### config.mk
export PLATFORM = sky130hd
export DESIGN_NAME = mfte_front
export DESIGN_NICKNAME = d
export VERILOG_FILES = /design/src/hw/rtl/mfte_pkg.sv /design/src/hw/rtl/mfte_front.sv
export SDC_FILE = /design/constraint.sdc
export NUM_CORES = 1
export LEC_CHECK = 0
export ABC_AREA = 0
export BUFFER_PORTS_ARGS = -buffer_cell sky130_fd_sc_hd__buf_2
export CAP_MARGIN = 20
export CORE_ASPECT_RATIO = 0.7
export CORE_UTILIZATION = 26
export DETAILED_ROUTE_END_ITERATION = 16
export MAX_ROUTING_LAYER = met4
export PLACE_DENSITY_LB_ADDON = 0.15
export SETUP_SLACK_MARGIN = 0.02
export SLEW_MARGIN = 20
export SYNTH_ARGS = -nofsm -noshare
export SYNTH_HDL_FRONTEND = slang
export SYNTH_SLANG_ARGS = --single-unit
export TNS_END_PERCENT = 20
### constraint.sdc
create_clock -name vclk -period 2.5
set_clock_uncertainty 0.1 [all_clocks]
set_input_delay 0.625 -clock vclk [all_inputs]
set_output_delay 0.625 -clock vclk [all_outputs]
set_load 0.01 [all_outputs]
### src/hw/rtl/mfte_pkg.sv
// ----------------------------------------------------------------------------
// mfte_pkg
// Shared constants, codes and types of the monochrome framebuffer text engine.
// ----------------------------------------------------------------------------
package mfte_pkg;

   // Panel geometry
   localparam int PANEL_WIDTH  = 128;
   localparam int PANEL_HEIGHT = 64;
   localparam int NUM_PAGES    = (PANEL_HEIGHT + 7) / 8;
   localparam int STORE_SIZE   = PANEL_WIDTH * NUM_PAGES;
   localparam int ADDR_W       = $clog2(STORE_SIZE);

   // Font and character limits
   localparam logic [4:0]  GLYPH_MAX     = 5'd16;
   localparam logic [4:0]  FONT_W_RESET  = 5'd7;
   localparam logic [4:0]  FONT_H_RESET  = 5'd10;
   localparam logic [7:0]  CHAR_FIRST    = 8'd32;   // ' '
   localparam logic [7:0]  CHAR_LAST     = 8'd126;  // '~'
   localparam logic [15:0] PIXEL_PATTERN = 16'h8000;
   localparam logic [7:0]  FILL_ON       = 8'hFF;
   localparam logic [7:0]  FILL_OFF      = 8'h00;

   // Command queue between front and back
   localparam int QUEUE_DEPTH = 2;
   localparam int QPTR_W      = $clog2(QUEUE_DEPTH);
   localparam int QCNT_W      = $clog2(QUEUE_DEPTH + 1);

   // Register indexes of the configuration port
   localparam logic CSR_FONT_WIDTH  = 1'b0;
   localparam logic CSR_FONT_HEIGHT = 1'b1;

   typedef enum logic [2:0] {
      ACT_FILL   = 3'd0,
      ACT_PIXEL  = 3'd1,
      ACT_CURSOR = 3'd2,
      ACT_GLYPH  = 3'd3,
      ACT_READ   = 3'd4
   } action_type;

   typedef enum logic [2:0] {
      OP_FILL,
      OP_PLOT,
      OP_CURSOR,
      OP_READ,
      OP_REJECT,
      OP_NOP
   } op_type;

   typedef struct packed {
      op_type      op;
      logic [7:0]  x;
      logic [7:0]  y;        // glyph: row offset from cursor_y
      logic        color;
      logic [15:0] pattern;
      logic [4:0]  count;    // pixels to plot
      logic        glyph;    // plot relative to the text cursor
      logic        advance;  // last glyph row: move cursor after drawing
   } cmd_type;

   typedef struct packed {
      logic clearing;
   } back_status_type;

endpackage

### src/hw/rtl/mfte_front.sv
// ----------------------------------------------------------------------------
// mfte_front
// Accepts requests and turns them into commands for the back end.
// ----------------------------------------------------------------------------
module mfte_front
   import mfte_pkg::*;
(
   input  logic            req_valid,
   output logic            req_stall,
   input  logic [2:0]      req_action,
   input  logic [7:0]      req_x,
   input  logic [7:0]      req_y,
   input  logic            req_color,
   input  logic [7:0]      req_char_code,
   input  logic [3:0]      req_row_index,
   input  logic [15:0]     req_row_bits,
   input  logic [4:0]      font_width,
   input  logic [4:0]      font_height,
   input  logic            queue_full,
   input  back_status_type back_status,
   output logic            cmd_push,
   output cmd_type         cmd
);

   logic [4:0] fw_sat;
   logic [4:0] fh_sat;
   logic       last_row;
   logic       code_ok;
   logic       read_ok;

   assign fw_sat   = (font_width > GLYPH_MAX) ? GLYPH_MAX : font_width;
   assign fh_sat   = (font_height > GLYPH_MAX) ? GLYPH_MAX : font_height;
   assign last_row = (fh_sat != 5'd0) && ({1'b0, req_row_index} == (fh_sat - 5'd1));
   assign code_ok  = (req_char_code >= CHAR_FIRST) && (req_char_code <= CHAR_LAST);
   assign read_ok  = ({1'b0, req_x} < 9'(PANEL_WIDTH)) && ({1'b0, req_y} < 9'(NUM_PAGES));

   assign req_stall = queue_full | back_status.clearing;
   assign cmd_push  = req_valid & ~req_stall;

   always_comb begin
      cmd.op      = OP_NOP;
      cmd.x       = req_x;
      cmd.y       = req_y;
      cmd.color   = req_color;
      cmd.pattern = PIXEL_PATTERN;
      cmd.count   = 5'd1;
      cmd.glyph   = 1'b0;
      cmd.advance = 1'b0;
      unique case (action_type'(req_action))
         ACT_FILL: begin
            cmd.op = OP_FILL;
         end
         ACT_PIXEL: begin
            cmd.op = OP_PLOT;
         end
         ACT_CURSOR: begin
            cmd.op = OP_CURSOR;
         end
         ACT_GLYPH: begin
            cmd.op      = code_ok ? OP_PLOT : OP_REJECT;
            cmd.y       = {4'd0, req_row_index};
            cmd.pattern = req_row_bits;
            cmd.count   = fw_sat;
            cmd.glyph   = 1'b1;
            cmd.advance = last_row;
         end
         ACT_READ: begin
            cmd.op = read_ok ? OP_READ : OP_NOP;
         end
         default: begin
            cmd.op = OP_NOP;
         end
      endcase
   end

endmodule

==> impl_metrics.tcl <==
set metrics [dict create \
    area_growth_pct 93.65 \
    end_kind "output port" \
    whs_ns 1.150 \
    grt_usage_pct 14.68 \
    cp-start-kind "primary input" \
    syn_area_per_cell_um2 6.647 \
    period_minus_slack_ns 2.554 \
    setup_viol 1 \
    cpLargestDelayFamily "buffers and inverters" \
    vias_per_cell 4.524 \
    synth_top_area_share_pct 18.82 \
    finalHoldViolCount 0 \
    power.total_mw 0.1475 \
    multi_input_area_um2 469.2 \
    layout.nets 230 \
    grt_pass1_vias 628 \
    grt_max_degree 22 \
    grt_setup_unrepaired "yes" \
    critical_path.max_fanout 3 \
    vias 846 \
    drtIter0Drc 18 \
    maxCapViolations 0 \
    pre_cts_ws_ns -0.1611 \
    die_width_um 56.06 \
    violations "negative setup slack" \
    synth.net_count 143 \
    path_cells "buf_8, inv_6, nand2_4, ha_4, xor2_1, xnor2_1, o2111ai_1, nor4_2, buf_2" \
    regArea_um2 0 \
    grt_overflow 0 \
    setup-tns-final_ns -0.05419 \
    design_area_um2 1030 \
    die_y_um 39.84 \
    clkbuf_count 0 \
    die_area_um2 2233 \
    grt_pass1_wl_um 2580 \
    power.leakage_nw 0.6011 \
    antenna_cells 0 \
    pwr_density_cell_nw_per_um2 143.2 \
    period_share_pct 102.2 \
    crit_slowest_cell "nor4_2" \
    hpwl_um 1616 \
    place.gp.congestion 0.7340 \
    ant_nets 0 \
    yosysWarnings 0 \
    slew_headroom_pct 74.13 \
    wire_per_inst_um 10.30 \
    ir_drop_uv 73.89 \
    wl_um 1926 \
    max_stage_delay_ns 0.18 \
    final_cells 187 \
    syn_area_um2 531.8 \
    cp.required_ns 1.77 \
    seq_area_frac_synth_pct 0 \
    initial_core_util_pct 28.18 \
    dpl.cell_count 186 \
    setup.worst_path.class "in -> out" \
    hp-class "in -> out" \
    row_count 13 \
    timing.final.ws_setup_ns -0.05419 \
    post_dp_cell_area_um2 979.7 \
    arrival_ns 1.83 \
    syn_inst 80 \
    ios 106 \
    coreArea_um2 1887 \
    ys_types 28 \
    grt_antenna_before_repair 0 \
    slew_viol_final 0 \
    post-synth-top-area-cell "and2_1" \
    drive_above_1_share_pct 66.06 \
    fmaxAchievable_mhz 391.5 \
    utilization_pct 54.58 \
    nFlopsAndLatches 0 \
    n_fill_cell 184 \
    synth_area_leaders "and2_1, buf_4, mux2_2" \
    portBuffers 90 \
    worst_slew_pin_slew_ns 0.3845 \
    dr.pass1.iters 2 \
    layout_common_cells "buf_2, and2_1, buf_4" \
    final_common_cell "buf_2" \
    holdBufCountCts 0 \
    crit_buf_inv 3 \
    drc 0 \
    status "finished with violations" \
]
[path summary, 6_finish.rpt]
check	endpoint	from	slack [ns]	cells after the start
max	cmd[0]	font_height[4]	-0.05	9
min	cmd[36]	req_x[4]	1.15	0
[synth_stat cells (2+ instances only)]
| master | n |
|---|---|
| and2_1 | 16 |
| buf_2 | 2 |
| buf_4 | 9 |
| ha_1 | 2 |
| inv_1 | 4 |
| mux2_2 | 4 |
| nand2_1 | 4 |
| nand3_1 | 2 |
| nor2_1 | 4 |
| nor2b_1 | 5 |
| nor4_1 | 4 |
| nor4b_1 | 3 |
| o21ai_0 | 3 |
| xnor2_1 | 2 |
| xor2_1 | 3 |
[layer usage]
metal	global-route usage (%)	part of all wire (%)	vias up
li1	-	-	436
met1	16.35	40	360
met2	30.65	51	46
met3	0.9901	8.3	4
met4	1.829	0.62	0
met5	-	0	-
[area by class of cell]
cell class	count	share of cell area, %
inverters	4	1.944
multi-input cells	64	45.56
repair buffers	97	49.82
well taps	22	2.673
[power breakdown]
| part | switching, mW | leakage [nW] | internal (mW) |
|---|---|---|---|
| Sequential | 0 | 0 | 0 |
| Combinational | 0.0674 | 0.601 | 0.0801 |
| Clock | 0 | 0 | 0 |
| Total | 0.0674 | 0.601 | 0.0801 |
[kinds of logic (layout without fill, tap and decap cells)]
group / Yosys count / in the layout / share of synthesized area, %
multiplexers: 4 / 4 / 8.470
XOR/XNOR: 5 / 5 / 8.237
buffers and inverters: 16 / 101 / 18.12
adder cells (fa/ha/maj): 2 / 2 / 4.705
AO/OA/AOI/OAI: 8 / 8 / 9.882
AND/OR/NAND/NOR: 45 / 45 / 50.59
[repair_timing]
action	4_1_cts	5_1_grt
gates resized for setup	11	0
setup buffers	1	0
setup endpoints to repair	1	1
pin swaps	7	1
No activity file was read; power rests on OpenSTA's default activity.
