## src/hw/rtl/mfte_pkg.sv

```systemverilog
// ----------------------------------------------------------------------------
// mfte_pkg
// Shared constants, codes and types of the monochrome framebuffer text engine.
// ----------------------------------------------------------------------------
package mfte_pkg;

   // Panel geometry
   localparam int PANEL_WIDTH  = 128;
   localparam int PANEL_HEIGHT = 64;
   localparam int NUM_PAGES    = (PANEL_HEIGHT + 7) / 8;
   localparam int STORE_SIZE   = PANEL_WIDTH * NUM_PAGES;
   localparam int ADDR_W       = $clog2(STORE_SIZE);

   // Font and character limits
   localparam logic [4:0]  GLYPH_MAX     = 5'd16;
   localparam logic [4:0]  FONT_W_RESET  = 5'd7;
   localparam logic [4:0]  FONT_H_RESET  = 5'd10;
   localparam logic [7:0]  CHAR_FIRST    = 8'd32;   // ' '
   localparam logic [7:0]  CHAR_LAST     = 8'd126;  // '~'
   localparam logic [15:0] PIXEL_PATTERN = 16'h8000;
   localparam logic [7:0]  FILL_ON       = 8'hFF;
   localparam logic [7:0]  FILL_OFF      = 8'h00;

   // Command queue between front and back
   localparam int QUEUE_DEPTH = 2;
   localparam int QPTR_W      = $clog2(QUEUE_DEPTH);
   localparam int QCNT_W      = $clog2(QUEUE_DEPTH + 1);

   // Register indexes of the configuration port
   localparam logic CSR_FONT_WIDTH  = 1'b0;
   localparam logic CSR_FONT_HEIGHT = 1'b1;

   typedef enum logic [2:0] {
      ACT_FILL   = 3'd0,
      ACT_PIXEL  = 3'd1,
      ACT_CURSOR = 3'd2,
      ACT_GLYPH  = 3'd3,
      ACT_READ   = 3'd4
   } action_type;

   typedef enum logic [2:0] {
      OP_FILL,
      OP_PLOT,
      OP_CURSOR,
      OP_READ,
      OP_REJECT,
      OP_NOP
   } op_type;

   typedef struct packed {
      op_type      op;
      logic [7:0]  x;
      logic [7:0]  y;        // glyph: row offset from cursor_y
      logic        color;
      logic [15:0] pattern;
      logic [4:0]  count;    // pixels to plot
      logic        glyph;    // plot relative to the text cursor
      logic        advance;  // last glyph row: move cursor after drawing
   } cmd_type;

   typedef struct packed {
      logic clearing;
   } back_status_type;

endpackage

```

## src/hw/rtl/mfte_cmd_queue.sv

```systemverilog
// ----------------------------------------------------------------------------
// mfte_cmd_queue
// Short command FIFO that decouples the front end from the back end.
// ----------------------------------------------------------------------------
module mfte_cmd_queue
   import mfte_pkg::*;
(
   input  logic    clock,
   input  logic    reset,
   input  logic    push,
   input  cmd_type push_cmd,
   input  logic    pop,
   output cmd_type head,
   output logic    empty,
   output logic    full
);

   cmd_type             entry_ff [QUEUE_DEPTH];
   logic [QPTR_W-1:0]   wr_ptr_ff;
   logic [QPTR_W-1:0]   wr_ptr_in;
   logic [QPTR_W-1:0]   rd_ptr_ff;
   logic [QPTR_W-1:0]   rd_ptr_in;
   logic [QCNT_W-1:0]   count_ff;
   logic [QCNT_W-1:0]   count_in;
   logic                do_push;
   logic                do_pop;

   assign empty   = (count_ff == QCNT_W'(0));
   assign full    = (count_ff == QCNT_W'(QUEUE_DEPTH));
   assign do_push = push & ~full;
   assign do_pop  = pop & ~empty;
   assign head    = entry_ff[rd_ptr_ff];

   always_comb begin
      wr_ptr_in = wr_ptr_ff;
      rd_ptr_in = rd_ptr_ff;
      count_in  = count_ff;
      if (do_push) begin
         wr_ptr_in = (wr_ptr_ff == QPTR_W'(QUEUE_DEPTH - 1)) ? QPTR_W'(0)
                                                            : wr_ptr_ff + QPTR_W'(1);
      end
      if (do_pop) begin
         rd_ptr_in = (rd_ptr_ff == QPTR_W'(QUEUE_DEPTH - 1)) ? QPTR_W'(0)
                                                            : rd_ptr_ff + QPTR_W'(1);
      end
      if (do_push && !do_pop) begin
         count_in = count_ff + QCNT_W'(1);
      end else if (do_pop && !do_push) begin
         count_in = count_ff - QCNT_W'(1);
      end
   end

   always_ff @(posedge clock) begin
      if (reset) begin
         wr_ptr_ff <= '0;
         rd_ptr_ff <= '0;
         count_ff  <= '0;
      end else begin
         wr_ptr_ff <= wr_ptr_in;
         rd_ptr_ff <= rd_ptr_in;
         count_ff  <= count_in;
      end
   end

   always_ff @(posedge clock) begin
      if (do_push) begin
         entry_ff[wr_ptr_ff] <= push_cmd;
      end
   end

endmodule

```

## config.mk

```make
export PLATFORM = sky130hd
export DESIGN_NAME = mfte_cmd_queue
export DESIGN_NICKNAME = d
export VERILOG_FILES = /design/src/hw/rtl/mfte_pkg.sv /design/src/hw/rtl/mfte_cmd_queue.sv
export SDC_FILE = /design/constraint.sdc
export NUM_CORES = 1
export LEC_CHECK = 0
export BUFFER_PORTS_ARGS = -buffer_cell sky130_fd_sc_hd__buf_2
export CORE_MARGIN = 5
export CORE_UTILIZATION = 51
export DETAILED_ROUTE_END_ITERATION = 8
export PLACE_DENSITY = 0.78
export SYNTH_ARGS = -nofsm -noshare
export SYNTH_HDL_FRONTEND = slang
export SYNTH_SLANG_ARGS = --single-unit
export TNS_END_PERCENT = 100
```

## constraint.sdc

```tcl
create_clock -name clock -period 2.4 [get_ports clock]
set_input_delay 0.36 -clock clock [delete_from_list [all_inputs] [get_ports clock]]
set_output_delay 0.36 -clock clock [all_outputs]
set_load 0.05 [all_outputs]
```

==> impl_metrics.tcl <==
set metrics [dict create \
    outcome "complete, no violations" \
    layout_commonest_cell "buf_2" \
    fin_crit_sh 0.850 \
    grt_pass1_wl_um 9160 \
    critPathMaxFanout 34 \
    grtUsageTotal 0.143 \
    worst_setup_path_end_kind "output port" \
    finClkSkew_ns 0.00786 \
    syn-cell-area_um2 3320 \
    maxCapViolCount 0 \
    layout_common_cells "buf_2 (91), edfxtp_1 (86), mux2_2 (43)" \
    dieArea_um2 8220 \
    r2r_start "count_ff[1]" \
    postPlaceCellArea_um2 3890 \
    cp.required_ns 2.04 \
    tightest_slew_ns 0.318 \
    gp_congestion 0.690 \
    clkTransAtPathRegs_ns 0.08 \
    drc_errors 0 \
    io_pins 92 \
    crit_path_start_kind "flop" \
    syn2layout_area_growth_pct 22.7 \
    clock_latency_ns 0.34 \
    nNetsFinal 308 \
    avgRoutedWirePerCell_um 16.6 \
    clock-root-buffer "clkbuf_8" \
    cts_resized 0 \
    die_width_um 90.6 \
    synth_cell_types 14 \
    drt_wl_total_um 5670 \
    drtIter0Drc 108 \
    antenna_found_initial 0 \
    die-height_um 90.6 \
    power_density_nw_per_um2 1200 \
    hold_buffers 0 \
    final_design_area_no_fill_um2 4070 \
    n_antenna_cell 0 \
    grt_pass1_vias 1874 \
    fin_crit_ns 2.04 \
    synth_seq_cells 91 \
    max_slew_margin 0.786 \
    initial_core_util 0.522 \
    grt_max_degree 44 \
    ys_seq_area_frac 0.809 \
    slew_violations 0 \
    antenna_left 0 \
    core_um2 6350 \
    numCtsBuffers 9 \
    peakVddDrop_uv 739 \
    rsz0062_at_grt "no" \
    max_freq_mhz 490 \
    hold_class "primary input to flop" \
    finalHoldViolCount 0 \
    crit_type "flop to output port" \
    synth.net_count 207 \
    vias 1713 \
    synth_area_per_cell_um2 20.9 \
    post-dp-hpwl_um 3940 \
    setup_tns_ns 0 \
    cts.sinks 91 \
    finalSetupViolCount 0 \
    post-cts-setup-buffer-count 0 \
    overflow 0 \
    num_rows 29 \
    min-delay-start "push_cmd[33]" \
    cts_buffer_depth 2 \
    power.leakage_nw 1.53 \
    yosys_warnings 0 \
    arrival_ns 1.68 \
    syn_inst 159 \
    cts_tree "done" \
    avgViaCountPerCell 5.01 \
    layout-drive-gt1-share 0.570 \
    drtPass1Iterations 4 \
    io_buffer_count 91 \
    htreeDepth 3 \
]
-- logic make-up after synthesis --
logic type / after synthesis / share of synthesized area
adder cells (fa/ha/maj): 1 / 0.00377
XOR/XNOR: 3 / 0.00792
multiplexers: 43 / 0.146
AND/OR/NAND/NOR: 9 / 0.0140
buffers and inverters: 7 / 0.0121
flip-flops: 91 / 0.809
AO/OA/AOI/OAI: 5 / 0.00754
-- power breakdown --
group	internal [mW]	leakage, nW	switching [mW]
combinational	0.530	0.597	1.32
clock	0.473	0.0871	0.464
sequential	2.00	0.845	0.0843
-- state kept, by name, indices dropped and copies added (netlist names), named ones only --
name and count:
wr_ptr_ff 1, entry_ff 86, count_ff 2, rd_ptr_ff 1
-- worst paths after layout --
check / endpoint / slack, ns / depth (start not counted)
hold / removal: entry_ff[0][33] / 0.20 / 1
setup reg to reg: count_ff[1] / 0.80 / 5
setup / recovery: head[37] / 0.36 / 3
hold reg to reg: wr_ptr_ff / 0.49 / 2
-- critical path: stages, from the launching register on --
cell     delay (ns)
dfxtp_2        0.48
buf_12         0.25
mux2_2         0.37
buf_2          0.21
-- layout make-up --
type / count / area [µm²]
Sequential cell: 91 / 2680
Multi-Input combinational cell: 61 / 596
Clock buffer: 12 / 135
Clock inverter: 4 / 41.3
Timing Repair Buffer: 95 / 510
Inverter: 2 / 7.51
Fill cell: 464 / 2280
Tap cell: 77 / 96.3
-- metal layers --
layer	part of all wire	global-route usage	up-vias	wire length, µm
met2	0.51	0.238	64	2900
met1	0.41	0.176	824	2330
met5	0	0	-	0
met4	0.0065	0.0372	0	37
li1	-	-	821	-
met3	0.071	0.0517	4	402
-- Yosys cell counts --
master,number,area (µm²)
a21oi_1,2,10.0
and2_1,1,6.26
buf_2,2,10.0
buf_4,3,22.5
dfxtp_1,5,100
edfxtp_1,86,2580
ha_1,1,12.5
inv_1,2,7.51
mux2_2,43,484
nor2_1,5,18.8
nor2b_2,1,8.76
o21ai_0,3,15.0
or3_1,2,12.5
xor2_1,3,26.3
-- through the flow --
| stage | setup WS, ns | util | std cells | hold WS (ns) | total power, mW |
|---|---|---|---|---|---|
| 2_1_floorplan | 0.217 | - | 159 | 0.429 | 3.57 |
| 3_5_place_dp | 0.717 | 0.613 | 326 | 0.483 | 3.99 |
| 3_3_place_gp | 0.718 | 0.613 | 326 | 0.470 | 3.97 |
| 4_1_cts | 0.342 | 0.641 | 342 | 0.185 | 4.93 |
| 5_1_grt | 0.270 | 0.641 | 342 | 0.174 | 5.10 |
| 6_report | 0.361 | 0.641 | 342 | 0.201 | 4.87 |
Power figures use the tool's default switching activity.
